File: src/rtl/sim_pkg.sv
`default_nettype none

package sim_pkg;

   localparam int COUNT_WIDTH = 16;
   localparam int CFG_WIDTH   = 16;

   localparam logic [CFG_WIDTH-1:0] SAMPLE_PERIOD_RESET    = 16'd50;
   localparam logic [CFG_WIDTH-1:0] WATCHDOG_TIMEOUT_RESET = 16'd1000;

   typedef enum logic [2:0] {
      OP_TICK      = 3'd0,
      OP_START     = 3'd1,
      OP_ARM       = 3'd2,
      OP_DISARM    = 3'd3,
      OP_CLR_ESTOP = 3'd4,
      OP_FEED      = 3'd5
   } opcode_type;

   typedef enum logic [2:0] {
      MODE_DISARMED = 3'd0,
      MODE_ARMED    = 3'd1,
      MODE_MAINT    = 3'd2,
      MODE_ESTOP    = 3'd3,
      MODE_TAMPER   = 3'd4
   } mode_type;

   typedef enum logic {
      REG_SAMPLE_PERIOD    = 1'b0,
      REG_WATCHDOG_TIMEOUT = 1'b1
   } reg_index_type;

   typedef struct packed {
      logic [2:0] opcode;
      logic       arm_pin;
      logic       estop_pin;
      logic       tamper_pin;
      logic       maint_pin;
   } item_type;

   typedef struct packed {
      logic [CFG_WIDTH-1:0] sample_period_ticks;
      logic [CFG_WIDTH-1:0] watchdog_timeout_ticks;
   } cfg_type;

   typedef struct packed {
      logic [2:0] mode;
      logic       actuate_ok;
      logic       watchdog_good;
      logic       estop_is_latched;
      logic       tamper_seen;
      logic       sampled;
   } result_type;

endpackage

`default_nettype wire

File: src/rtl/sim_core.sv
`default_nettype none

module sim_core (
   input  wire logic               clock,
   input  wire logic               reset,
   input  wire logic               advance,
   input  wire sim_pkg::item_type  item,
   input  wire sim_pkg::cfg_type   cfg,
   output      sim_pkg::result_type result
);

   sim_pkg::mode_type                 mode_ff, mode_in;
   logic                              latch_ff, latch_in;
   logic                              tamper_ff, tamper_in;
   logic                              arm_ff, arm_in;
   logic                              maint_ff, maint_in;
   logic [sim_pkg::COUNT_WIDTH-1:0]   sample_cnt_ff, sample_cnt_in;
   logic [sim_pkg::COUNT_WIDTH-1:0]   feed_cnt_ff, feed_cnt_in;
   logic [sim_pkg::COUNT_WIDTH-1:0]   sample_inc;
   logic                              do_sample;
   logic                              do_choose;

   always_comb begin
      mode_in       = mode_ff;
      latch_in      = latch_ff;
      tamper_in     = tamper_ff;
      arm_in        = arm_ff;
      maint_in      = maint_ff;
      sample_cnt_in = sample_cnt_ff;
      feed_cnt_in   = feed_cnt_ff;
      sample_inc    = sample_cnt_ff + 1'b1;
      do_sample     = 1'b0;
      do_choose     = 1'b0;

      case (item.opcode)
         sim_pkg::OP_TICK: begin
            // watchdog count saturates at the timeout
            if (32'(feed_cnt_ff) < 32'(cfg.watchdog_timeout_ticks)) begin
               feed_cnt_in = feed_cnt_ff + 1'b1;
            end
            sample_cnt_in = sample_inc;
            if (32'(sample_inc) >= 32'(cfg.sample_period_ticks)) begin
               sample_cnt_in = '0;
               do_sample     = 1'b1;
            end
         end
         sim_pkg::OP_START: begin
            sample_cnt_in = '0;
            feed_cnt_in   = '0;
            do_sample     = 1'b1;
         end
         sim_pkg::OP_ARM: begin
            if (!latch_ff && !tamper_ff) begin
               mode_in = sim_pkg::MODE_ARMED;
            end
         end
         sim_pkg::OP_DISARM: begin
            if (mode_ff == sim_pkg::MODE_ARMED) begin
               mode_in = sim_pkg::MODE_DISARMED;
            end
         end
         sim_pkg::OP_CLR_ESTOP: begin
            latch_in  = 1'b0;
            do_choose = 1'b1;
         end
         sim_pkg::OP_FEED: begin
            feed_cnt_in = '0;
         end
         default: begin
         end
      endcase

      if (do_sample) begin
         latch_in  = latch_ff | item.estop_pin;
         tamper_in = item.tamper_pin;
         arm_in    = item.arm_pin;
         maint_in  = item.maint_pin;
         do_choose = 1'b1;
      end

      // priority: e-stop, tamper, maintenance, then the arm level
      if (do_choose) begin
         if (latch_in) begin
            mode_in = sim_pkg::MODE_ESTOP;
         end else if (tamper_in) begin
            mode_in = sim_pkg::MODE_TAMPER;
         end else if (maint_in) begin
            mode_in = sim_pkg::MODE_MAINT;
         end else if (arm_in) begin
            mode_in = sim_pkg::MODE_ARMED;
         end else begin
            mode_in = sim_pkg::MODE_DISARMED;
         end
      end

      result.mode             = mode_in;
      result.actuate_ok       = (mode_in == sim_pkg::MODE_ARMED);
      result.watchdog_good    = (32'(feed_cnt_in) < 32'(cfg.watchdog_timeout_ticks));
      result.estop_is_latched = latch_in;
      result.tamper_seen      = tamper_in;
      result.sampled          = do_sample;
   end

   always_ff @(posedge clock) begin
      if (reset) begin
         mode_ff       <= sim_pkg::MODE_DISARMED;
         latch_ff      <= 1'b0;
         tamper_ff     <= 1'b0;
         arm_ff        <= 1'b0;
         maint_ff      <= 1'b0;
         sample_cnt_ff <= '0;
         feed_cnt_ff   <= '0;
      end else if (advance) begin
         mode_ff       <= mode_in;
         latch_ff      <= latch_in;
         tamper_ff     <= tamper_in;
         arm_ff        <= arm_in;
         maint_ff      <= maint_in;
         sample_cnt_ff <= sample_cnt_in;
         feed_cnt_ff   <= feed_cnt_in;
      end
   end

endmodule

`default_nettype wire

File: src/rtl/safety_interlock_mode_control_unit.sv
`default_nettype none

// Safety interlock mode control. Each request is a tick, a start or a software
// command (arm, disarm, clear e-stop, feed watchdog) together with the four switch
// levels; every request yields exactly one response carrying the new mode and status.
// A request is captured in an input register, the mode and counter update is done in
// combinational logic, and the response is held in an output register, so one request
// is taken per clock while req_stall is low; a request passes the input register and
// then the output register before its response shows on the response port. The block
// keeps taking requests while a response waits as long as the input register is free;
// req_stall rises only when both registers are full and the response side stalls. The
// sample period and watchdog timeout live at byte addresses 0 and 4 of the csr port and
// should be written while no request is in flight.

module safety_interlock_mode_control_unit (
   input  wire logic        clock,
   input  wire logic        reset,

   input  wire logic        req_valid,
   output      logic        req_stall,
   input  wire logic [2:0]  req_opcode,
   input  wire logic        req_arm_pin,
   input  wire logic        req_estop_pin,
   input  wire logic        req_tamper_pin,
   input  wire logic        req_maint_pin,

   output      logic        rsp_valid,
   input  wire logic        rsp_stall,
   output      logic [2:0]  rsp_mode,
   output      logic        rsp_actuate_ok,
   output      logic        rsp_watchdog_good,
   output      logic        rsp_estop_is_latched,
   output      logic        rsp_tamper_seen,
   output      logic        rsp_sampled,

   input  wire logic        csr_psel,
   input  wire logic        csr_penable,
   input  wire logic        csr_pwrite,
   input  wire logic [2:0]  csr_paddr,
   input  wire logic [31:0] csr_pwdata,
   output      logic [31:0] csr_prdata,
   output      logic        csr_pready
);

   sim_pkg::cfg_type    cfg_ff;
   sim_pkg::item_type   item_ff;
   logic                item_valid_ff;
   sim_pkg::result_type result;
   sim_pkg::result_type rsp_ff;
   logic                rsp_valid_ff;
   logic                out_free;
   logic                advance;
   logic                req_take;
   logic                csr_write;

   assign out_free  = !rsp_valid_ff || !rsp_stall;
   assign advance   = item_valid_ff && out_free;
   assign req_stall = item_valid_ff && !out_free;
   assign req_take  = req_valid && !req_stall;

   // configuration registers
   assign csr_pready = 1'b1;
   assign csr_write  = csr_psel && csr_penable && csr_pwrite && csr_pready;

   always_ff @(posedge clock) begin
      if (reset) begin
         cfg_ff.sample_period_ticks    <= sim_pkg::SAMPLE_PERIOD_RESET;
         cfg_ff.watchdog_timeout_ticks <= sim_pkg::WATCHDOG_TIMEOUT_RESET;
      end else if (csr_write) begin
         case (csr_paddr[2])
            sim_pkg::REG_SAMPLE_PERIOD: begin
               cfg_ff.sample_period_ticks <= csr_pwdata[sim_pkg::CFG_WIDTH-1:0];
            end
            sim_pkg::REG_WATCHDOG_TIMEOUT: begin
               cfg_ff.watchdog_timeout_ticks <= csr_pwdata[sim_pkg::CFG_WIDTH-1:0];
            end
            default: begin
            end
         endcase
      end
   end

   always_comb begin
      case (csr_paddr[2])
         sim_pkg::REG_SAMPLE_PERIOD:    csr_prdata = 32'(cfg_ff.sample_period_ticks);
         sim_pkg::REG_WATCHDOG_TIMEOUT: csr_prdata = 32'(cfg_ff.watchdog_timeout_ticks);
         default:                       csr_prdata = '0;
      endcase
   end

   // input register
   always_ff @(posedge clock) begin
      if (reset) begin
         item_valid_ff <= 1'b0;
      end else if (req_take) begin
         item_valid_ff <= 1'b1;
      end else if (advance) begin
         item_valid_ff <= 1'b0;
      end
   end

   always_ff @(posedge clock) begin
      if (req_take) begin
         item_ff.opcode     <= req_opcode;
         item_ff.arm_pin    <= req_arm_pin;
         item_ff.estop_pin  <= req_estop_pin;
         item_ff.tamper_pin <= req_tamper_pin;
         item_ff.maint_pin  <= req_maint_pin;
      end
   end

   sim_core u_core (
      .clock   (clock),
      .reset   (reset),
      .advance (advance),
      .item    (item_ff),
      .cfg     (cfg_ff),
      .result  (result)
   );

   // output register
   always_ff @(posedge clock) begin
      if (reset) begin
         rsp_valid_ff <= 1'b0;
      end else if (out_free) begin
         rsp_valid_ff <= advance;
      end
   end

   always_ff @(posedge clock) begin
      if (advance) begin
         rsp_ff <= result;
      end
   end

   assign rsp_valid            = rsp_valid_ff;
   assign rsp_mode             = rsp_ff.mode;
   assign rsp_actuate_ok       = rsp_ff.actuate_ok;
   assign rsp_watchdog_good    = rsp_ff.watchdog_good;
   assign rsp_estop_is_latched = rsp_ff.estop_is_latched;
   assign rsp_tamper_seen      = rsp_ff.tamper_seen;
   assign rsp_sampled          = rsp_ff.sampled;

   assert property (@(posedge clock) disable iff (reset)
      rsp_valid && rsp_mode == sim_pkg::MODE_ESTOP |-> rsp_estop_is_latched)
      else $error("e-stop mode without latched e-stop");

   assert property (@(posedge clock) disable iff (reset)
      rsp_valid && rsp_actuate_ok |-> !rsp_estop_is_latched && !rsp_tamper_seen)
      else $error("actuation allowed with e-stop or tamper set");

   assert property (@(posedge clock) disable iff (reset)
      item_valid_ff && !out_free |=> item_valid_ff && $stable(item_ff))
      else $error("stalled request lost in input register");

   assert property (@(posedge clock)
      reset |=> !rsp_valid && !item_valid_ff)
      else $error("pipeline not empty after reset");

endmodule

`default_nettype wire
File: config.mk
export PLATFORM = sky130hd
export DESIGN_NAME = safety_interlock_mode_control_unit
export DESIGN_NICKNAME = d
export VERILOG_FILES = /design/src/rtl/sim_pkg.sv /design/src/rtl/sim_core.sv /design/src/rtl/safety_interlock_mode_control_unit.sv
export SDC_FILE = /design/constraint.sdc
export NUM_CORES = 1
export LEC_CHECK = 0
export BUFFER_PORTS_ARGS = -buffer_cell sky130_fd_sc_hd__buf_2
export CORE_MARGIN = 3
export CORE_UTILIZATION = 54
export DETAILED_ROUTE_END_ITERATION = 7
export PLACE_DENSITY = 0.85
export SLEW_MARGIN = 40
export SYNTH_ARGS = -nofsm -noshare
export SYNTH_HDL_FRONTEND = slang
export SYNTH_SLANG_ARGS = --single-unit
File: constraint.sdc
create_clock -name clock -period 8 [get_ports clock]
set_input_delay 1.6 -clock clock [delete_from_list [all_inputs] [get_ports clock]]
set_output_delay 1.6 -clock clock [all_outputs]
set_load 0.1 [all_outputs]
==> results of run 1 <==
-- layout by cell type, fill, tap and decap left out, types with 5 or more instances in the layout --
cell      instances
xor2_1            5
a21oi_1          64
and3_1           14
dfxtp_1          73
nand4_1          19
ha_1             48
nor3_1           11
edfxtp_1         15
nand2_1         122
a211oi_1          9
inv_1            46
a31oi_1          17
or3_1             5
xnor2_1          14
o211ai_1         12
nand2b_1          6
conb_1           17
nor2_1           46
o21ai_0          41
nand3_1          31
clkbuf_8         10
buf_2            56
mux2i_1           9
-- cells by family (layout without fill, tap and decap cells) --
group,after synthesis,count (layout)
AOI/OAI and AO/OA,187,187
xor gates and xnor gates,19,19
adders and majority gates,48,48
buffers and inverters,98,123
DFF,88,88
muxes,10,10
other,2,17
and+or+nand+nor,286,286
-- area by class of cell --
type	count	area, um^2	share of cell area (%)
Tap cell	136	170	2.70
Clock inverter	4	48.8	0.775
Inverter	47	176	2.80
Timing Repair Buffer	60	310	4.93
Multi-Input combinational cell	567	3510	55.8
Sequential cell	88	1910	30.4
Clock buffer	12	166	2.64
-- through the flow --
step	instance area [um^2]	power [mW]	setup WS, ns	hold WS, ns	instances
after global placement	6080	0.637	3.68	0.443	898
after CTS	6290	0.971	3.67	0.459	914
after global routing	6290	1.00	3.40	0.488	914
after detailed placement	6080	0.641	3.66	0.447	898
final	6290	0.969	3.64	0.458	914
after floorplan	5860	0.615	2.34	0.436	753
-- final timing paths --
path / startpoint / to / cells after the start
worst max-delay path: csr_paddr[2] / csr_prdata[3] / 4
worst min-delay path: cfg_ff[25] / cfg_ff[25] / 2
worst max register to register: u_core.sample_cnt_ff[5] / rsp_mode[1] / 12
worst min register to register: cfg_ff[25] / cfg_ff[25] / 2
-- state kept, by name, indices dropped and copies added (netlist names) --
register              flops
u_core.feed_cnt_ff       16
rsp_sampled               1
u_core.latch_ff           1
cfg_ff                   32
rsp_actuate_ok            1
rsp_valid                 1
u_core.arm_ff             1
rsp_mode                  3
u_core.maint_ff           1
rsp_watchdog_good         1
item_valid_ff             1
u_core.sample_cnt_ff     16
u_core.tamper_ff          1
u_core.mode_ff            3
rsp_tamper_seen           1
item_ff                   7
rsp_estop_is_latched      1
-- power by group through the flow --
stage          logic (mW)  clock network [mW]  registers, mW
6_report            0.166               0.336          0.468
3_5_place_dp        0.163                   0          0.478
3_3_place_gp        0.160                   0          0.477
4_1_cts             0.164               0.339          0.468
2_1_floorplan       0.125                   0          0.490
5_1_grt             0.175               0.356          0.469
-- worst max-delay path, delay by kind of cell --
| kind | cells | cell delay [ns] |
|---|---|---|
| and+or+nand+nor | 1 | 0.09 |
| AOI/OAI and AO/OA | 1 | 0.14 |
| buffers and inverters | 2 | 0.91 |
-- per-layer routing --
layer | track usage, % | wire [um]
met5 | 0 | 0
met2 | 45.1 | 7760
met4 | 14.0 | 556
met1 | 32.5 | 6330
met3 | 3.70 | 1110
==> metrics.yaml, run 1 <==
status:
  status: "finished, final reports clean"
synth:
  synth_compound_area_share_pct: 20.3
  synth_xor_area_share_pct: 2.87
  synth-edff-count: 15
  yosysWarnings: 0
  synth_seq_cells: 88
  synthCells: 738
  synth_flop_cell: "dfxtp_1"
  synth_fa_ha_area_share_pct: 10.3
  synthMuxAreaShare_pct: 1.75
  netlist_top_cells_area: "dfxtp_1 (25%), ha_1 (10%), nand2_1 (7.9%)"
  synth.most_common_cell: "nand2_1"
  synth_area_um2: 5810
  ys_types: 70
  async_reset_ff_share_pct: 0
  ys_top_cells_by_count: "nand2_1 (122), dfxtp_1 (73), a21oi_1 (64), ha_1 (48), nor2_1 (47)"
  yosysTopAreaCell: "dfxtp_1"
  yosys.area.top_type_share_pct: 25.2
  synth-simple-area-share_pct: 24.0
  synth.yosys.seq_area_share_pct: 32.9
  synth_top_family_by_area: "simple AND/OR/NAND/NOR gates"
  avgSynthCellArea_um2: 7.87
pwr:
  clock_power_share_pct: 34.6
  p_per_area_nw_per_um2: 154
  irDropWorstVdd_uv: 107
  p_int_mw: 0.661
  leakage_nw: 2.54
  combPwrFrac_pct: 17.1
  seqPwrFrac_pct: 48.3
  p_sw_share_pct: 31.7
  switchingPower_mw: 0.308
placement:
  portBuffers: 56
  dpl.hpwl_um: 11500
  routabilityCongestion: 0.943
cts:
  clkLatencyLatePin_ns: 0.37
  clk_pin_slew_worst_paths_ns: 0.08
  cts_htree_levels: 3
  numCtsBuffers: 9
  cts_buffer_depth: 2
  ctsHoldBuffers: 0
  clockRootBuffer: "clkbuf_8"
  postCtsSetupRepairBufs: 0
  clock_sinks: 88
  ctsResizeCount: 0
  cts_tree: "done"
sta:
  max_freq_mhz: 229
  fin_crit_sh_pct: 54.5
  skew_ns: 0.0100
  fin_tns_setup_ns: 0
  slew_headroom_pct: 42.8
  period_needed_ns: 4.36
  final-hold-violation-count: 0
  worst_slew_pin_slew_ns: 0.857
  setup_viol: 0
  slew_viol_final: 0
  rsz0062_at_grt: "false"
layout:
  fin_util_pct: 60.7
  drive_gt1_share_pct: 11.4
  fill_cells: 899
  num-nets-final: 870
  antenna_cells: 0
  area.growth.synth_to_final_pct: 8.41
worst_setup_path:
  required_ns: 6.40
  cp_max_fo: 34
  arrival_ns: 2.76
  start_kind: "primary input"
  critical_path.max_stage_delay_ns: 0.49
  r2r_slack_ns: 3.71
  path_common_cell: "buf_2"
  cp_cell_sequence: "buf_2 > nand2_1 > o21ai_0 > buf_2"
  cpMaxStageDelayCell: "buf_2"
  crit_path_end_kind: "primary output"
  crit_type: "primary input to primary output"
grt:
  first_global_vias: 5230
  grt_start_max_net_pins: 59
  antenna_found_initial: 0
  grt_remaining_overflow: 0
  grt_pass1_wl_um: 25100
  grt_use_total_pct: 26.5
route:
  vias: 5669
  vias_per_cell: 6.20
  drt-total-wl_um: 15800
  final_antenna_net_count: 0
  wl_per_cell_um: 17.2
  drc: 0
  drt_iter0_drc: 447
  drt_pass1_iterations: 5
hold_path:
  hold_path_class: "register to register"
floorplan:
  die_h_um: 110
  ios: 92
  die_x_um: 110
  dieArea_um2: 12000
  initial_core_util_pct: 56.0
  core_um2: 10400
  row_count: 37
job:
  cap_violations: 0
No activity file was read; power rests on OpenSTA's default activity.
==> inputs of run 2 (changes only) <==
CORE_UTILIZATION = 52   (was 54)
clock period = 3.8 ns   (was 8 ns; I/O delays follow)
==> metrics.yaml, run 2 (synthesis results as in run 1) <==
status:
  status: "finished, final reports clean"
cts:
  cts_buffer_depth: 2  # unchanged
  clock_sinks: 88  # unchanged
  clockRootBuffer: "clkbuf_8"
  clkLatencyLatePin_ns: 0.37  # about the same
  numCtsBuffers: 9  # unchanged
  cts_htree_levels: 3  # unchanged
  cts_tree: "done"
  clk_pin_slew_worst_paths_ns: 0.10  # +0.02 ns
layout:
  drive_gt1_share_pct: 15.5  # +4.1 points
  antenna_cells: 0  # unchanged
  num-nets-final: 896  # +3.0%
  largest-register: "cfg_ff"
  largestRegisters: "cfg_ff: 32 flops, u_core.feed_cnt_ff: 16 flops, u_core.sample_cnt_ff: 16 flops"
  final_cell_mix: "nand2_1 (122), dfxtp_1 (73), a21oi_1 (62), buf_2 (56), ha_1 (48)"
  layout_commonest_cell: "nand2_1"
  area.growth.synth_to_final_pct: 12.9
  fill_cells: 895  # -0.44%
  largest_reg_flops: 32  # unchanged
  final_cells: 940  # +2.8%
sta:
  fin_crit_sh_pct: 95.3
  slew_viol_final: 0  # unchanged
  slew_headroom_pct: 37.1  # -5.7 points
  rsz0062_at_grt: "false"
  max_freq_mhz: 276
  skew_ns: 0.0173  # +0.00726 ns
  worst_slew_pin_slew_ns: 0.939  # +0.0815 ns
  final-hold-violation-count: 0  # unchanged
  period_needed_ns: 3.62
  setup_viol: 0  # unchanged
  fin_tns_setup_ns: 0  # unchanged
route:
  drt-total-wl_um: 15900  # +0.79%
  drc: 0  # unchanged
  dr.max_layer_used: "met4"
  vias: 5651  # -0.32%
  vias_per_cell: 6.01  # -3.1%
  drt_pass1_iterations: 5  # unchanged
  drt_iter0_drc: 392  # -12%
  wl_met3_um: 1080  # -2.8%
  final_antenna_net_count: 0  # unchanged
  wl_met2_um: 7540  # -2.8%
  wl_per_cell_um: 16.9  # -2.0%
  drt-met1-wl_um: 6640  # +4.9%
floorplan:
  initial_core_util_pct: 54.8  # -1.2 points
  die_x_um: 112  # +1.8%
  ios: 92  # unchanged
  core_um2: 10600  # +2.2%
  die_h_um: 112  # +1.8%
  dieArea_um2: 12500  # +3.6%
  row_count: 37  # unchanged
worst_setup_path:
  cp_max_fo: 7  # -79%
  cpMaxStageDelayCell: "or4_1"
  start_kind: "register"
  arrival_ns: 3.84  # +1.08 ns
  critical_path.max_stage_delay_ns: 0.58  # +0.09 ns
  crit_type: "register to register"
  crit_buf_inv: 1  # -1
  crit_path_end_kind: "register"
  required_ns: 4.02  # -2.38 ns
  cp_cell_sequence: "inv_1 > ha_1 > a21oi_1 > a21boi_0 > nor2_1 > nand3_2 > or4_1 > a21oi_2 > ha_1 > nand4_1 > nor3_1 > o2111a_1 > a221oi_1 > nand3_1 > a21oi_1"
  cpLargestDelayFamily: "simple AND/OR/NAND/NOR gates"
hold_path:
  hold_path_class: "register to register"
pwr:
  irDropWorstVdd_uv: 190  # +77%
  power.total_mw: 2.06  # +110%
  p_sw_share_pct: 32.6  # +0.89 points
  seqPwrFrac_pct: 47.5  # -0.8 points
  combPwrFrac_pct: 17.8  # +0.7 points
  leakage_nw: 2.69  # +5.9%
  clock_power_share_pct: 34.7  # about the same
  p_per_area_nw_per_um2: 315  # +100%
  switchingPower_mw: 0.674  # +120%
  p_int_mw: 1.39  # +110%
placement:
  place_inst: 923  # +2.8%
  routabilityCongestion: 0.960  # +1.9%
  dpl.hpwl_um: 11500  # -0.34%
  portBuffers: 56  # unchanged
grt:
  grt_pass1_wl_um: 25400  # +0.91%
  grt_remaining_overflow: 0  # unchanged
  grt_use_total_pct: 24.6  # -1.9 points
  antenna_found_initial: 0  # unchanged
  grt_start_max_net_pins: 58  # -1.7%
  first_global_vias: 5123  # -2.0%
job:
  cap_violations: 0  # unchanged
[run 2: changes by cell type in the layout (fill, tap and decap cells not counted), sizes merged]
cell      delta
inv          +1
clkbuf       -1
buf         +26
clkinv       -1
clkinvlp     +1
[run 2: worst reg2reg max path: stages (launching register included)]
cell and delay (ns):
dfxtp_1 0.37, inv_1 0.09, ha_1 0.34, a21oi_1 0.16, a21boi_0 0.14, nor2_1 0.30
nand3_2 0.20, or4_1 0.58, a21oi_2 0.20, ha_1 0.27, nand4_1 0.10, nor3_1 0.06
o2111a_1 0.15, a221oi_1 0.29, nand3_1 0.11, a21oi_1 0.15
[run 2: stage by stage]
step	utilization (%)	instance area, um^2	hold slack, ns	setup slack (ns)
6_report	61.8	6560	0.461	0.177
4_1_cts	61.2	6490	0.462	0.0103
2_1_floorplan	-	5860	0.436	-0.178
5_1_grt	61.8	6560	0.480	0.000880
3_5_place_dp	59.1	6270	0.449	0.0651
3_3_place_gp	59.1	6270	0.442	0.175
[run 2: power by group through the flow]
stage          Sequential, mW  Clock (mW)  Combinational (mW)
2_1_floorplan            1.03           0               0.264
3_3_place_gp             1.00           0               0.353
3_5_place_dp             1.00           0               0.357
4_1_cts                 0.980       0.725               0.359
5_1_grt                 0.983       0.750               0.389
6_report                0.980       0.716               0.368
[run 2: repair_timing]
item,in CTS,in global routing
hold buffers,0,0
pin swaps,0,3
resized for setup,1,12
buffers inserted,0,1
setup endpoints to repair,1,11
[run 2: path summary, 6_finish.rpt]
path / startpoint / end / slack [ns] / cells past startpoint
setup / recovery: cfg_ff[14] / rsp_watchdog_good / 0.18 / 15
hold / removal: cfg_ff[19] / cfg_ff[19] / 0.46 / 2
setup reg to reg: cfg_ff[14] / rsp_watchdog_good / 0.18 / 15
hold reg to reg: cfg_ff[19] / cfg_ff[19] / 0.46 / 2
[run 2: final cells by class]
type / instances / area, um^2 / area share [%]
inverters: 47 / 176 / 2.69
clock buffers: 11 / 153 / 2.33
clock inverters: 5 / 62.6 / 0.954
well taps: 136 / 170 / 2.60
repair buffers: 86 / 505 / 7.71
multi-input cells: 567 / 3580 / 54.6
flip-flops and latches: 88 / 1910 / 29.2
[run 2: routing by layer]
layer / global-route usage, % / up-vias
li1: - / 2737
met1: 32.4 / 2627
met2: 39.8 / 236
met3: 4.13 / 51
met4: 10.7 / 0
met5: 0 / -
==> inputs of run 3 (changes only) <==
REMOVE_ABC_BUFFERS = 1   (was not set)
==> metrics.yaml, run 3 (synthesis results as in run 1) <==
cts:
  numCtsBuffers: 9  # unchanged
  cts_htree_levels: 3  # unchanged
  cts_buffer_depth: 2  # unchanged
  ctsHoldBuffers: 0  # unchanged
  clockRootBuffer: "clkbuf_8"
  clk_pin_slew_worst_paths_ns: 0.09  # about the same
  cts_tree: "done"
  clkLatencyLatePin_ns: 0.37  # about the same
  clock_sinks: 88  # unchanged
layout:
  final_cell_mix: "nand2_1 (122), dfxtp_1 (72), a21oi_1 (64), buf_2 (56), ha_1 (48)"
  largestRegisters: "cfg_ff: 32 flops, u_core.feed_cnt_ff: 16 flops, u_core.sample_cnt_ff: 16 flops"
  multi_input_area_um2: 3540  # -0.91%
  drive_gt1_share_pct: 15.3  # -0.25 points
  largest-register: "cfg_ff"
  seq_area_um2: 1910  # about the same
  largest_reg_flops: 32  # unchanged
  antenna_cells: 0  # unchanged
  num-nets-final: 896  # unchanged
  layout_commonest_cell: "nand2_1"
  fill_cells: 917  # +2.5%
  final_cells: 940  # unchanged
  area.growth.synth_to_final_pct: 12.2
grt:
  grt_use_met3_pct: 5.49  # +1.4 points
  antenna_found_initial: 0  # unchanged
  grt_util_met1_pct: 31.5  # -0.93 points
  grt_use_total_pct: 23.9  # -0.69 points
  grt_pass1_wl_um: 24700  # -2.7%
  grt_remaining_overflow: 0  # unchanged
  grt_util_met2_pct: 38.0  # -1.8 points
  grt_start_max_net_pins: 43  # -26%
  first_global_vias: 5169  # +0.90%
  grt.busiest_layer: "met2"
route:
  drc: 0  # unchanged
  vias_per_cell: 5.94  # -1.3%
  drt-total-wl_um: 15000  # -5.5%
  vias: 5579  # -1.3%
  drt_iter0_drc: 500  # +28%
  final_antenna_net_count: 0  # unchanged
  wl_per_cell_um: 16.0  # -5.5%
  drt_pass1_iterations: 6  # +1
sta:
  slew_viol_final: 0  # unchanged
  max_freq_mhz: 280  # +1.3%
  rsz0062_at_grt: "true"
  fin_crit_sh_pct: 94.1  # -1.2 points
  worst_slew_pin_slew_ns: 0.824  # -0.115 ns
  skew_ns: 0.00940  # -0.00785 ns
  slew_headroom_pct: 44.7  # +7.7 points
  final-hold-violation-count: 0  # unchanged
  setup_ws_ns: 0.223  # +0.0461 ns
  setup_viol: 0  # unchanged
  fin_tns_setup_ns: 0  # unchanged
  period_needed_ns: 3.58  # -0.0461 ns
  hold_ws_ns: 0.460  # -0.000725 ns
floorplan:
  dieArea_um2: 12500  # unchanged
  row_count: 37  # unchanged
  initial_core_util_pct: 54.8  # unchanged
  core_um2: 10600  # unchanged
  die_x_um: 112  # unchanged
  die_h_um: 112  # unchanged
  ios: 92  # unchanged
worst_setup_path:
  crit_type: "register to register"
  cpLargestDelayFamily: "compound AO/OA/AOI/OAI gates"
  cpMaxStageDelayCell: "or3_4"
  crit_buf_inv: 1  # unchanged
  cp_cell_sequence: "inv_1 > ha_1 > a21oi_1 > a21boi_0 > or3_4 > nor4_4 > xnor2_1 > nor2_1 > ha_1 > a21o_1 > a21o_1 > a221o_1 > nand2_1 > nand3_1 > a21oi_1"
  required_ns: 4.03  # about the same
  cp_max_fo: 5  # -2
  crit_path_end_kind: "register"
  critical_path.max_stage_delay_ns: 0.47  # -0.11 ns
  start_kind: "register"
  arrival_ns: 3.80  # -0.04 ns
placement:
  routabilityCongestion: 0.926  # -3.6%
  place_inst: 924  # +0.11%
  portBuffers: 56  # unchanged
  place_ws_ns: 0.0987  # +0.0336 ns
  dpl.hpwl_um: 11300  # -1.6%
pwr:
  power.total_mw: 2.02  # -2.0%
  leakage_nw: 2.67  # -0.54%
  irDropWorstVdd_uv: 226  # +19%
  p_per_area_nw_per_um2: 311  # -1.3%
hold_path:
  hold_path_class: "register to register"
status:
  status: "finished, final reports clean"
job:
  cap_violations: 0  # unchanged
[run 3: cell types whose count changed in the layout (fill, tap and decap cells not counted), moves of 2 or more]
cell	before	now
a21oi_1	62	64
a21oi_2	2	0
clkinv_4	0	2
o21ai_0	37	41
o21ai_1	4	0
[run 3: per-layer routing]
metal	share of wire, %	routed length (um)
met1	43	6400
met2	46	6880
met3	7.9	1190
met4	3.6	543
met5	0	0
[run 3: what timing repair did]
action	CTS	global route
gates resized for setup	0	9
endpoints found under the setup margin	0	11
setup buffers	0	0
[run 3: area by class of cell]
cell class	count	area share (%)
Multi-Input combinational cell	567	54.4
Sequential cell	88	29.4
Timing Repair Buffer	86	7.76
Inverter	47	2.71
Tap cell	136	2.61
Clock buffer	11	2.17
Clock inverter	5	0.960
[run 3: path summary, 6_finish.rpt]
| kind | from | endpoint | slack [ns] | depth (start not counted) |
|---|---|---|---|---|
| min reg2reg | cfg_ff[26] | cfg_ff[26] | 0.46 | 2 |
| max | cfg_ff[14] | rsp_watchdog_good | 0.22 | 15 |
| min | cfg_ff[26] | cfg_ff[26] | 0.46 | 2 |
| max reg2reg | cfg_ff[14] | rsp_watchdog_good | 0.22 | 15 |
[run 3: power by group]
| group | switching, mW | leakage, nW | internal (mW) |
|---|---|---|---|
| logic | 0.291 | 1.83 | 0.0669 |
| registers | 0.0114 | 0.733 | 0.968 |
| clock network | 0.358 | 0.104 | 0.328 |
| total | 0.660 | 2.67 | 1.36 |
[run 3: worst reg2reg max path: stages (launching register included)]
cell,delay (ns)
dfxtp_1,0.37
inv_1,0.10
ha_1,0.34
a21oi_1,0.17
a21boi_0,0.15
or3_4,0.47
nor4_4,0.30
xnor2_1,0.16
nor2_1,0.07
ha_1,0.33
a21o_1,0.18
a21o_1,0.18
a221o_1,0.36
nand2_1,0.09
nand3_1,0.07
a21oi_1,0.12
[run 3: through the flow]
step	cell area, um^2	utilization (%)
2_1_floorplan	5600	-
3_3_place_gp	6280	59.2
3_5_place_dp	6280	59.2
4_1_cts	6480	61.1
5_1_grt	6510	61.4
6_report	6510	61.4
